==> src/design/wfps_pkg.sv <==
`timescale 1ns / 1ps
// ----------------------------------------------------------------------------
// wfps_pkg
// Shared types, constants and helpers for the wall following pid steering block.
// ----------------------------------------------------------------------------
package wfps_pkg;

	localparam int unsigned QUEUE_DEPTH_DEF = 4;

	localparam int unsigned GAIN_W   = 16;
	localparam int unsigned SPEED_W  = 8;
	localparam int unsigned DIST_W   = 11;
	localparam int unsigned ERR_W    = 14;
	localparam int unsigned DERR_W   = 15;
	localparam int unsigned SUM_W    = 24;
	localparam int unsigned CORR_W   = 42;
	localparam int unsigned SCALED_W = 43;
	localparam int unsigned FRAC_W   = 9;
	localparam int unsigned CFG_IDX_W  = 3;
	localparam int unsigned CFG_DATA_W = 16;

	localparam logic [DIST_W-1:0]      WALL_LIMIT_MM = DIST_W'(80);
	localparam logic [SPEED_W-1:0]     SPEED_MIN     = SPEED_W'(60);
	localparam logic [SPEED_W-1:0]     SPEED_MAX     = SPEED_W'(225);
	localparam logic signed [ERR_W-1:0] SMALL_ERR    = 14'sd6;

	localparam logic [GAIN_W-1:0]  GAIN_P_RST  = GAIN_W'(179);
	localparam logic [GAIN_W-1:0]  GAIN_I_RST  = GAIN_W'(0);
	localparam logic [GAIN_W-1:0]  GAIN_D_RST  = GAIN_W'(5120);
	localparam logic [SPEED_W-1:0] BASE_L_RST  = SPEED_W'(100);
	localparam logic [SPEED_W-1:0] BASE_R_RST  = SPEED_W'(120);
	localparam logic [DIST_W-1:0]  TARGET_L_RST = DIST_W'(75);
	localparam logic [DIST_W-1:0]  TARGET_R_RST = DIST_W'(97);

	typedef enum logic [1:0] {
		MODE_NONE  = 2'd0,
		MODE_LEFT  = 2'd1,
		MODE_RIGHT = 2'd2,
		MODE_BOTH  = 2'd3
	} mode_t;

	typedef enum logic [CFG_IDX_W-1:0] {
		REG_GAIN_P   = 3'd0,
		REG_GAIN_I   = 3'd1,
		REG_GAIN_D   = 3'd2,
		REG_BASE_L   = 3'd3,
		REG_BASE_R   = 3'd4,
		REG_TARGET_L = 3'd5,
		REG_TARGET_R = 3'd6
	} cfg_reg_t;

	typedef struct packed {
		logic [GAIN_W-1:0]  gain_p;
		logic [GAIN_W-1:0]  gain_i;
		logic [GAIN_W-1:0]  gain_d;
		logic [SPEED_W-1:0] base_speed_left;
		logic [SPEED_W-1:0] base_speed_right;
		logic [DIST_W-1:0]  target_left_mm;
		logic [DIST_W-1:0]  target_right_mm;
	} wfps_cfg_t;

	typedef struct packed {
		mode_t                     mode;
		logic                      near_zero;
		logic signed [ERR_W-1:0]   err;
		logic signed [DERR_W-1:0]  derr;
		logic signed [SUM_W-1:0]   sum;
	} wfps_item_t;

	// scaled duty in 1/512 units to a clamped 8 bit duty, truncating toward zero
	function automatic logic [SPEED_W-1:0] clamp_speed(input logic signed [SCALED_W-1:0] s);
		logic [SCALED_W-FRAC_W-1:0] whole;
		logic [SPEED_W-1:0]         res;
		whole = s[SCALED_W-1:FRAC_W];
		if (s[SCALED_W-1]) begin
			res = SPEED_MIN;
		end else if (whole < (SCALED_W-FRAC_W)'(SPEED_MIN)) begin
			res = SPEED_MIN;
		end else if (whole > (SCALED_W-FRAC_W)'(SPEED_MAX)) begin
			res = SPEED_MAX;
		end else begin
			res = whole[SPEED_W-1:0];
		end
		return res;
	endfunction

endpackage

==> src/design/wfps_cfg.sv <==
`timescale 1ns / 1ps
// ----------------------------------------------------------------------------
// wfps_cfg
// Configuration register file with its write channel.
// ----------------------------------------------------------------------------
module wfps_cfg (
	input  logic                             clk,
	input  logic                             arst_n,
	input  logic                             cfg_valid,
	output logic                             cfg_ready,
	input  logic [wfps_pkg::CFG_IDX_W-1:0]   cfg_index,
	input  logic [wfps_pkg::CFG_DATA_W-1:0]  cfg_data,
	output wfps_pkg::wfps_cfg_t              cfg
);
	import wfps_pkg::*;

	wfps_cfg_t regs_q;

	assign cfg_ready = 1'b1;
	assign cfg       = regs_q;

	always_ff @(posedge clk or negedge arst_n) begin
		if (!arst_n) begin
			regs_q.gain_p           <= GAIN_P_RST;
			regs_q.gain_i           <= GAIN_I_RST;
			regs_q.gain_d           <= GAIN_D_RST;
			regs_q.base_speed_left  <= BASE_L_RST;
			regs_q.base_speed_right <= BASE_R_RST;
			regs_q.target_left_mm   <= TARGET_L_RST;
			regs_q.target_right_mm  <= TARGET_R_RST;
		end else if (cfg_valid && cfg_ready) begin
			unique case (cfg_reg_t'(cfg_index))
				REG_GAIN_P:   regs_q.gain_p           <= cfg_data[GAIN_W-1:0];
				REG_GAIN_I:   regs_q.gain_i           <= cfg_data[GAIN_W-1:0];
				REG_GAIN_D:   regs_q.gain_d           <= cfg_data[GAIN_W-1:0];
				REG_BASE_L:   regs_q.base_speed_left  <= cfg_data[SPEED_W-1:0];
				REG_BASE_R:   regs_q.base_speed_right <= cfg_data[SPEED_W-1:0];
				REG_TARGET_L: regs_q.target_left_mm   <= cfg_data[DIST_W-1:0];
				REG_TARGET_R: regs_q.target_right_mm  <= cfg_data[DIST_W-1:0];
				default: ;
			endcase
		end
	end

endmodule

==> src/design/wfps_front.sv <==
`timescale 1ns / 1ps
// ----------------------------------------------------------------------------
// wfps_front
// Accepts distance pairs, classifies the wall mode, forms the error and
// keeps the integral and last error state.
// ----------------------------------------------------------------------------
module wfps_front (
	input  logic                          clk,
	input  logic                          arst_n,
	input  wfps_pkg::wfps_cfg_t           cfg,
	input  logic                          in_valid,
	output logic                          in_ready,
	input  logic [wfps_pkg::DIST_W-1:0]   left_mm,
	input  logic [wfps_pkg::DIST_W-1:0]   right_mm,
	input  logic                          q_ready,
	output logic                          q_push,
	output wfps_pkg::wfps_item_t          q_item
);
	import wfps_pkg::*;

	logic signed [SUM_W-1:0]  error_sum_q;
	logic signed [ERR_W-1:0]  prev_err_q;

	logic                     wall_l, wall_r;
	mode_t                    mode;
	logic signed [ERR_W:0]    diff_l, diff_r, wide_err;
	logic signed [ERR_W-1:0]  err;
	logic signed [SUM_W:0]    sum_wide;
	logic signed [SUM_W-1:0]  sum_sat;
	logic                     near_zero;

	assign in_ready = q_ready;
	assign q_push   = in_valid && q_ready;

	assign wall_l = left_mm < WALL_LIMIT_MM;
	assign wall_r = right_mm < WALL_LIMIT_MM;
	assign mode   = mode_t'({wall_r, wall_l});

	assign diff_l = $signed({4'd0, left_mm}) - $signed({4'd0, cfg.target_left_mm});
	assign diff_r = $signed({4'd0, right_mm}) - $signed({4'd0, cfg.target_right_mm});

	always_comb begin
		unique case (mode)
			MODE_LEFT:  wide_err = diff_l;
			MODE_RIGHT: wide_err = -(diff_r <<< 1);
			MODE_BOTH:  wide_err = (diff_l - diff_r) <<< 1;
			default:    wide_err = '0;
		endcase
	end

	assign err       = wide_err[ERR_W-1:0];
	assign near_zero = (err > -SMALL_ERR) && (err < SMALL_ERR);
	assign sum_wide  = {error_sum_q[SUM_W-1], error_sum_q} + (SUM_W+1)'(err);

	// saturate the integral
	always_comb begin
		if (sum_wide[SUM_W] != sum_wide[SUM_W-1]) begin
			sum_sat = sum_wide[SUM_W] ? {1'b1, {(SUM_W-1){1'b0}}} : {1'b0, {(SUM_W-1){1'b1}}};
		end else begin
			sum_sat = sum_wide[SUM_W-1:0];
		end
	end

	always_comb begin
		q_item.mode      = mode;
		q_item.near_zero = near_zero;
		q_item.err       = err;
		q_item.derr      = {err[ERR_W-1], err} - {prev_err_q[ERR_W-1], prev_err_q};
		q_item.sum       = sum_sat;
	end

	always_ff @(posedge clk or negedge arst_n) begin
		if (!arst_n) begin
			error_sum_q <= '0;
			prev_err_q  <= '0;
		end else if (q_push && (mode != MODE_NONE)) begin
			error_sum_q <= near_zero ? '0 : sum_sat;
			prev_err_q  <= err;
		end
	end

endmodule

==> src/design/wfps_queue.sv <==
`timescale 1ns / 1ps
// ----------------------------------------------------------------------------
// wfps_queue
// Small first-in first-out queue between the front and the back.
// ----------------------------------------------------------------------------
module wfps_queue #(
	parameter int unsigned DEPTH = wfps_pkg::QUEUE_DEPTH_DEF
) (
	input  logic                  clk,
	input  logic                  arst_n,
	input  logic                  push,
	input  wfps_pkg::wfps_item_t  push_item,
	output logic                  push_ready,
	input  logic                  pop,
	output logic                  pop_valid,
	output wfps_pkg::wfps_item_t  pop_item
);
	import wfps_pkg::*;

	localparam int unsigned PTR_W = (DEPTH > 1) ? $clog2(DEPTH) : 1;
	localparam int unsigned CNT_W = $clog2(DEPTH + 1);

	wfps_item_t         entries_q [DEPTH];
	logic [PTR_W-1:0]   wr_ptr_q, rd_ptr_q;
	logic [CNT_W-1:0]   count_q;

	assign push_ready = count_q < CNT_W'(DEPTH);
	assign pop_valid  = count_q != '0;
	assign pop_item   = entries_q[rd_ptr_q];

	always_ff @(posedge clk) begin
		if (push) begin
			entries_q[wr_ptr_q] <= push_item;
		end
	end

	always_ff @(posedge clk or negedge arst_n) begin
		if (!arst_n) begin
			wr_ptr_q <= '0;
			rd_ptr_q <= '0;
			count_q  <= '0;
		end else begin
			if (push) begin
				wr_ptr_q <= (wr_ptr_q == PTR_W'(DEPTH - 1)) ? '0 : wr_ptr_q + 1'b1;
			end
			if (pop) begin
				rd_ptr_q <= (rd_ptr_q == PTR_W'(DEPTH - 1)) ? '0 : rd_ptr_q + 1'b1;
			end
			if (push && !pop) begin
				count_q <= count_q + 1'b1;
			end else if (pop && !push) begin
				count_q <= count_q - 1'b1;
			end
		end
	end

endmodule

==> src/design/wfps_back.sv <==
`timescale 1ns / 1ps
// ----------------------------------------------------------------------------
// wfps_back
// PID multiply stage followed by the combine, scale and clamp stage that
// feeds the output register.
// ----------------------------------------------------------------------------
module wfps_back (
	input  logic                          clk,
	input  logic                          arst_n,
	input  wfps_pkg::wfps_cfg_t           cfg,
	input  logic                          q_valid,
	input  wfps_pkg::wfps_item_t          q_item,
	output logic                          q_pop,
	output logic                          out_valid,
	input  logic                          out_ready,
	output logic [wfps_pkg::SPEED_W-1:0]  duty_left,
	output logic [wfps_pkg::SPEED_W-1:0]  duty_right,
	output logic [1:0]                    follow_mode
);
	import wfps_pkg::*;

	logic                              valid_s1, valid_s2;
	logic                              s1_ready, s2_ready;
	mode_t                             mode_s1;
	logic                              small_s1;
	logic signed [GAIN_W+ERR_W:0]      prod_p_s1;
	logic signed [GAIN_W+SUM_W:0]      prod_i_s1;
	logic signed [GAIN_W+DERR_W:0]     prod_d_s1;
	logic [SPEED_W-1:0]                duty_left_s2, duty_right_s2;
	mode_t                             mode_s2;

	logic signed [CORR_W-1:0]          corr;
	logic signed [SCALED_W-1:0]        base_l, base_r, scaled_l, scaled_r;
	logic [SPEED_W-1:0]                next_l, next_r;

	assign s2_ready = !valid_s2 || out_ready;
	assign s1_ready = !valid_s1 || s2_ready;
	assign q_pop    = q_valid && s1_ready;

	always_ff @(posedge clk or negedge arst_n) begin
		if (!arst_n) begin
			valid_s1 <= 1'b0;
			valid_s2 <= 1'b0;
		end else begin
			if (s1_ready) begin
				valid_s1 <= q_valid;
			end
			if (s2_ready) begin
				valid_s2 <= valid_s1;
			end
		end
	end

	// multiply stage
	always_ff @(posedge clk) begin
		if (q_pop) begin
			mode_s1   <= q_item.mode;
			small_s1  <= q_item.near_zero;
			prod_p_s1 <= $signed({1'b0, cfg.gain_p}) * q_item.err;
			prod_i_s1 <= $signed({1'b0, cfg.gain_i}) * q_item.sum;
			prod_d_s1 <= $signed({1'b0, cfg.gain_d}) * q_item.derr;
		end
	end

	assign corr     = CORR_W'(prod_p_s1) + CORR_W'(prod_i_s1) + CORR_W'(prod_d_s1);
	assign base_l   = $signed({{(SCALED_W-SPEED_W-FRAC_W){1'b0}}, cfg.base_speed_left,
		{FRAC_W{1'b0}}});
	assign base_r   = $signed({{(SCALED_W-SPEED_W-FRAC_W){1'b0}}, cfg.base_speed_right,
		{FRAC_W{1'b0}}});
	assign scaled_l = base_l - SCALED_W'(corr);
	assign scaled_r = base_r + SCALED_W'(corr);

	always_comb begin
		if ((mode_s1 == MODE_NONE) || small_s1) begin
			next_l = cfg.base_speed_left;
			next_r = cfg.base_speed_right;
		end else begin
			next_l = clamp_speed(scaled_l);
			next_r = clamp_speed(scaled_r);
		end
	end

	// output register
	always_ff @(posedge clk) begin
		if (valid_s1 && s2_ready) begin
			duty_left_s2  <= next_l;
			duty_right_s2 <= next_r;
			mode_s2       <= mode_s1;
		end
	end

	assign out_valid   = valid_s2;
	assign duty_left   = duty_left_s2;
	assign duty_right  = duty_right_s2;
	assign follow_mode = mode_s2;

endmodule

==> src/design/wall_following_pid_steering.sv <==
`timescale 1ns / 1ps
// ----------------------------------------------------------------------------
// wall_following_pid_steering
// Wall following PID steering for a differential drive robot.
//
// Input channel in_valid/in_ready carries one left/right wall distance pair
// per request; the output channel out_valid/out_ready returns one duty pair
// and the follow mode for each request, in order. A separate write channel
// cfg_valid/cfg_ready/cfg_index/cfg_data sets gains, base speeds and wall
// targets; it is always ready. The user must write it only while the
// block is idle; the block does not enforce this. Throughput is one
// request per cycle while the receiver does not stall. The front updates
// the integral in the accepting cycle; the request then passes the queue
// of QUEUE_DEPTH entries, the multiply register (three gain multiplies)
// and the output register (combine, scale and clamp) to out_valid. When
// the receiver stalls the back holds its output and the queue fills, after
// which in_ready drops. Reset clears the integral, the last error, the
// queue and the pipeline, and loads the register defaults.
// ----------------------------------------------------------------------------
module wall_following_pid_steering #(
	parameter int unsigned QUEUE_DEPTH = wfps_pkg::QUEUE_DEPTH_DEF
) (
	input  logic                             clk,
	input  logic                             arst_n,
	input  logic                             cfg_valid,
	output logic                             cfg_ready,
	input  logic [wfps_pkg::CFG_IDX_W-1:0]   cfg_index,
	input  logic [wfps_pkg::CFG_DATA_W-1:0]  cfg_data,
	input  logic                             in_valid,
	output logic                             in_ready,
	input  logic [wfps_pkg::DIST_W-1:0]      left_mm,
	input  logic [wfps_pkg::DIST_W-1:0]      right_mm,
	output logic                             out_valid,
	input  logic                             out_ready,
	output logic [wfps_pkg::SPEED_W-1:0]     duty_left,
	output logic [wfps_pkg::SPEED_W-1:0]     duty_right,
	output logic [1:0]                       follow_mode
);
	import wfps_pkg::*;

	wfps_cfg_t  cfg;
	logic       q_ready, q_push, q_valid, q_pop;
	wfps_item_t push_item, pop_item;

	wfps_cfg u_cfg (
		.clk       (clk),
		.arst_n    (arst_n),
		.cfg_valid (cfg_valid),
		.cfg_ready (cfg_ready),
		.cfg_index (cfg_index),
		.cfg_data  (cfg_data),
		.cfg       (cfg)
	);

	wfps_front u_front (
		.clk      (clk),
		.arst_n   (arst_n),
		.cfg      (cfg),
		.in_valid (in_valid),
		.in_ready (in_ready),
		.left_mm  (left_mm),
		.right_mm (right_mm),
		.q_ready  (q_ready),
		.q_push   (q_push),
		.q_item   (push_item)
	);

	wfps_queue #(
		.DEPTH (QUEUE_DEPTH)
	) u_queue (
		.clk        (clk),
		.arst_n     (arst_n),
		.push       (q_push),
		.push_item  (push_item),
		.push_ready (q_ready),
		.pop        (q_pop),
		.pop_valid  (q_valid),
		.pop_item   (pop_item)
	);

	wfps_back u_back (
		.clk         (clk),
		.arst_n      (arst_n),
		.cfg         (cfg),
		.q_valid     (q_valid),
		.q_item      (pop_item),
		.q_pop       (q_pop),
		.out_valid   (out_valid),
		.out_ready   (out_ready),
		.duty_left   (duty_left),
		.duty_right  (duty_right),
		.follow_mode (follow_mode)
	);

endmodule

==> config.mk <==
export PLATFORM = sky130hd
export DESIGN_NAME = wall_following_pid_steering
export DESIGN_NICKNAME = d
export VERILOG_FILES = /design/src/design/wfps_pkg.sv /design/src/design/wfps_cfg.sv /design/src/design/wfps_front.sv /design/src/design/wfps_queue.sv /design/src/design/wfps_back.sv /design/src/design/wall_following_pid_steering.sv
export SDC_FILE = /design/constraint.sdc
export NUM_CORES = 2
export LEC_CHECK = 0
export ABC_AREA = 1
export BUFFER_PORTS_ARGS = -buffer_cell sky130_fd_sc_hd__buf_2
export CORE_UTILIZATION = 48
export CTS_CLUSTER_SIZE = 30
export DETAILED_ROUTE_END_ITERATION = 7
export GPL_ROUTABILITY_DRIVEN = 0
export PLACE_DENSITY = 0.72
export SLEW_MARGIN = 40
export SYNTH_ARGS = -nofsm -noshare
export SYNTH_HDL_FRONTEND = slang
export SYNTH_HIERARCHICAL = 1
export SYNTH_SLANG_ARGS = --single-unit
==> constraint.sdc <==
create_clock -name clk -period 8.6 [get_ports clk]
set_input_delay 1.72 -clock clk [delete_from_list [all_inputs] [get_ports clk]]
set_output_delay 1.72 -clock clk [all_outputs]
set_load 0.05 [all_outputs]
==> Word-level counts from Yosys, hierarchy flattened <==
Memories as Yosys holds them, arrays and structs flattened.
Index checks and enable logic that the tools add are counted.
Widths: inputs -> output; s select.
{ "classes": {"addsub": 14, "multipliers": 3, "div": 0, "order_cmp": 9, "eq_ne": 12, "shift": 0, "mux": 18, "bitwise": 0, "reduce_logical": 26} }
{ "ops": {"columns": ["operator", "count"], "rows": [
  ["$mux 24", 3],
  ["$gt 34x8->1 const B", 2],
  ["$lt 34x6->1 const B", 2],
  ["$mux 8", 8],
  ["$add 18x42->43", 1],
  ["$sub 18x42->43", 1],
  ["$add 31x41->42", 1],
  ["$add 42x32->42", 1],
  ["$pmux 14 s3", 1],
  ["$mul 17x24->41", 1],
  ["$mul 17x15->32", 1],
  ["$mul 17x14->31", 1],
  ["$add 24x14->25", 1],
  ["$sub 11x11->12", 2],
  ["$lt 11x7->1 const B", 2],
  ["$sub 14x14->15", 1],
  ["$gt 14x4->1 const B", 1],
  ["$lt 14x4->1 const B", 1],
  ["$neg 13->14", 1],
  ["$reduce_and 2->1", 7],
  ["$sub 12x12->13", 1],
  ["$eq 3x3->1 const B", 3],
  ["$eq 2x2->1 const B", 4],
  ["$logic_and 1x1->1", 7],
  ["17 further kinds", 28]
]} }
{ "totals": {"ff_bits": 258, "latchBits": 0, "ramBits": 224, "romBits": 0, "in_bits": 46, "output_inout_bits": 21, "elab_cells": 105, "memories": 1} }
{ "mem_list": {"columns": ["memory", "words", "word_bits", "read_ports", "rd_clocked_by_memory_dff", "wr", "line", "text"], "rows": [
  ["u_queue.entries_q", 4, 56, 1, 0, 1, "wfps_queue.sv:23", "wfps_item_t entries_q [DEPTH];"]
]} }

==> Logic depth before layout (Yosys ltp) <==
{ "depth": {"ltp_word": 8, "depth_mapped": 40, "ltp_nobuf": 39} }

==> Hierarchy <==
The synthesis kept the hierarchy.
{ "by_module_without_submodules": {"columns": ["mod", "instances", "cells_per_inst", "area_per_inst_um2", "seq_area_each_um2"], "rows": [
  ["wfps_back", 1, 5330, 41197.0, 3803.6],
  ["wfps_queue", 1, 705, 9949.5, 6901.6],
  ["wfps_front", 1, 897, 5889.4, 950.9],
  ["wfps_cfg", 1, 388, 3460.8, 2178.3]
]} }

==> Worst setup path after synthesis <==
No wires, ideal clock.
{ "synth_path": {"path_kind": "in2reg", "startpoint": "input left_mm[0] in the netlist's numbering", "endpoint": "memory u_queue/entries_q[0][14] in the netlist's numbering, data pin", "setup_time_ns": 0.262, "arrival_time_ns": 6.665, "required_ns": 8.338, "path_slack_ns": 1.672, "stages": 35, "path_buffers": 1, "cell_sequence": "inv_1 -> ha_1 -> fa_1 -> inv_1 -> a21oi_1 -> o21ai_0 -> nand2_1 -> a21oi_1 -> nor2_1 -> xor2_1 -> inv_1 -> ha_1 -> nand2_1 -> a21oi_1 -> a211oi_1 -> o21ai_0 -> nand3_1 -> nand2_1 -> nand2_1 -> inv_1 -> o31ai_1 -> o211ai_1 -> nand3_1 -> ha_1 -> a21oi_1 -> o21ai_0 -> inv_1 -> nor3_1 -> a2111oi_0 -> nand3_2 -> nand2_4 -> nand2_4 -> buf_12 -> nand2_4 -> nand2_2"} }
{ "synth_lines": {"columns": ["item", "line", "text"], "rows": [
  ["start: declaration", "wall_following_pid_steering.sv:31", "input logic [wfps_pkg::DIST_W-1:0] left_mm,"],
  ["end: declaration", "wfps_queue.sv:23", null]
]} }

==> out/metrics.yaml <==
clock_tree:
  clkTransAtPathRegs_ps: 60
  postCtsSetupBuffers: 0
  hold_buffers: 0
  insertion_delay_ps: 630
  cts_resized: 0
  clkSinkCount: 482
  clockRootBuffer: "clkbuf_16"
  cts_htree_levels: 2
  cts_buffer_depth: 3
  cts_tree: "done"
  cts_made_buffers: 51
grt:
  grt_remaining_overflow: 0
  grt_usage_pct: 25.0
  grt_start_max_net_pins: 115
  antenna_found_initial: 1
  grt_pass1_wl_um: 252000
  grt_pass1_vias: 47451
yosys:
  ys_types: 61
  synth.mux.area_fraction_pct: 0
  ys.flop_type: "edfxtp_1"
  synthAdderAreaFrac_pct: 35.1
  ys_top_cells_by_area: "fa_1 26%, edfxtp_1 17%, nand2_1 13%"
  synth-simple-area-share_pct: 21.2
  synth-compound-area-share_pct: 5.99
  async_flop_share_pct: 27.6
  synth_top_family_by_area: "adder cells"
  synth-xor-area-share_pct: 2.46
  yosysWarningCount: 6
  synth_top_area_share_pct: 25.6
  syn_nets: 8599
  synth_edf_count: 349
  ys_ff_latch: 482
  yosysTopAreaCell: "fa_1"
  syn_avg_cell_area_um2: 8.26
  syn_area_um2: 60500
  syn_inst: 7320
  seq_area_frac_synth_pct: 22.9
placement:
  dp.final_hpwl_um: 123000
  port_buffers: 65
finish:
  fillers: 11365
  drive_gt1_share_pct: 9.13
  multi_input_area_um2: 39200
  area_delta_synth_final_pct: 6.03
  nets: 8563
  antenna_cells: 0
  seqCellArea_um2: 13900
timing:
  setup-tns-final_ps: 0
  finalClockSkew_ps: 20.4
  period_share_pct: 93.9
  rsz0062_at_grt: "false"
  hold_viol_final: 0
  min_period_ps: 8070
  tightest_slew_ps: 894
  slew_headroom_pct: 40.2
  slew_viol_final: 0
  setup_viol: 0
  max_clock_freq_mhz: 124
critical_path:
  cp_data_arrival_time_ps: 8430
  endpoint_kind: "register"
  required_ps: 8960
  criticalPathCategory: "reg -> reg"
  cp-start-kind: "register"
  critPathMaxFanout: 114
route:
  drt_iter0_drc: 3650
  drt-total-wl_um: 156000
  wl_per_cell_um: 17.4
  postRouteAntennaNets: 0
  first_pass_iters: 8
  routed-via-count: 46804
  drt-vias-per-instance: 5.22
  drcViolationCount: 1
floorplan:
  num_rows: 129
  fp.dieH_um: 357
  initial_core_util_pct: 48.7
  core_um2: 124000
  die_area_um2: 127000
  pin_count: 67
  die_x_um: 357
hold_path:
  min_path_type: "reg -> reg"
outcome:
  violations: "DRC"
  status: "complete, but fails checks"
run:
  cap_violations: 0
[placed cells by master (no fill, tap or decap), types with 18 or more instances in the layout]
cell type,n
a21oi_1,211
buf_2,64
buf_4,73
clkbuf_16,52
clkinv_1,19
dfrtp_1,98
dfstp_2,21
edfxtp_1,349
fa_1,773
ha_1,460
inv_1,1642
inv_2,26
nand2_1,2115
nand2_2,129
nand2_4,26
nand3_1,227
nand4_1,54
nor2_1,276
nor2_2,43
nor2_4,21
nor3_1,18
o211ai_1,20
o211ai_2,100
o21ai_0,103
o21ai_1,18
or2_2,30
xnor2_1,51
xor2_1,119
[per-layer routing]
| metal | vias to the layer above | track usage, % | routed length, um |
|---|---|---|---|
| met5 | - | 0 | 13 |
| met4 | 2 | 8.56 | 5810 |
| met3 | 297 | 4.28 | 12200 |
| met2 | 1686 | 40.5 | 71300 |
| met1 | 22760 | 33.8 | 66600 |
| li1 | 22059 | - | - |
[kinds of logic (layout without fill, tap and decap cells)]
kind of cell | Yosys count | after routing
adder cells (fa/ha/maj) | 1233 | 1233
AO/OA/AOI/OAI | 526 | 526
buffers and inverters | 1918 | 1925
other | 1 | 1
XOR/XNOR | 170 | 170
AND/OR/NAND/NOR | 2990 | 2990
flip-flops | 482 | 482
[state kept, by name, summed over array words and instances (netlist names)]
register	count
u_front/prev_err_q	14
u_cfg/cfg	86
u_queue/wr_ptr_q	2
u_back/prod_p_s1	31
u_back/duty_right	8
u_back/duty_left	8
u_back/follow_mode	2
u_back/valid_s1	1
u_front/error_sum_q	24
u_back/mode_s1	2
u_back/prod_d_s1	32
u_queue/entries_q	224
u_queue/count_q	3
u_back/out_valid	1
u_back/small_s1	1
u_back/prod_i_s1	41
u_queue/rd_ptr_q	2
[stage by stage]
stage               utilization, %  hold slack (ps)  instances  area, um2  worst slack [ps]
finish                        51.6              464       8964      64100               528
global route                  51.6              472       8964      64100              23.0
CTS                           51.6              463       8964      64100               549
floorplan                        -              427       7320      60500              1670
global placement              50.2              439       8867      62400               486
detailed placement            50.2              449       8868      62400               453
[worst max-delay path, cell delays in order, from the launching register on]
cell and delay [ps]:
dfrtp_1 460, inv_8 620, buf_12 320, nand2_1 100, o211ai_2 70, nand2_1 490
nand2_1 320, inv_1 120, fa_1 770, fa_1 700, fa_1 650, inv_1 100
fa_1 520, fa_1 550, inv_1 60, fa_1 470, ha_1 380, nand2_1 90
nor2_1 140, nand4_1 150, nor4_1 310, nand3_1 120, o2111ai_1 130, xor2_1 90
[cell type report]
type / count / share of cell area (%)
repair buffers: 149 / 1.62
well taps: 1637 / 3.19
inverters: 1680 / 9.85
multi-input cells: 4920 / 61.1
clock buffers: 61 / 2.08
flip-flops and latches: 482 / 21.6
clock inverters: 35 / 0.572
[path summary, 6_finish.rpt]
path	startpoint	to	slack, ps	cells after the start
min in group asynchronous	arst_n	u_front/error_sum_q[22]$_DFFE_PN0P_	1060	1
max	u_queue/rd_ptr_q[0]$_DFFE_PN0P_	u_back/prod_i_s1[39]$_DFFE_PP_	530	23
min reg2reg	u_back/mode_s1[1]$_DFFE_PP_	u_back/follow_mode[1]$_DFFE_PP_	460	0
min	u_back/mode_s1[1]$_DFFE_PP_	u_back/follow_mode[1]$_DFFE_PP_	460	0
max in group asynchronous	arst_n	u_cfg/cfg[47]$_DFFE_PN0P_	6430	2
max reg2reg	u_queue/rd_ptr_q[0]$_DFFE_PN0P_	u_back/prod_i_s1[39]$_DFFE_PP_	530	23
[cell usage after synthesis (26+ instances only)]
master / number
dfrtp_1: 112
or2_2: 30
o211ai_2: 100
clkbuf_1: 173
edfxtp_1: 349
nor2_2: 40
nor2_1: 279
o21ai_0: 103
nand3_1: 227
xor2_1: 119
a21oi_1: 212
inv_1: 1647
ha_1: 460
xnor2_1: 51
nand2_4: 26
nand2_2: 126
inv_2: 27
nand4_1: 54
nand2_1: 2118
fa_1: 773
Power is not shown: default switching activity piles up to over one toggle a cycle in this logic, so the estimate is an artifact.
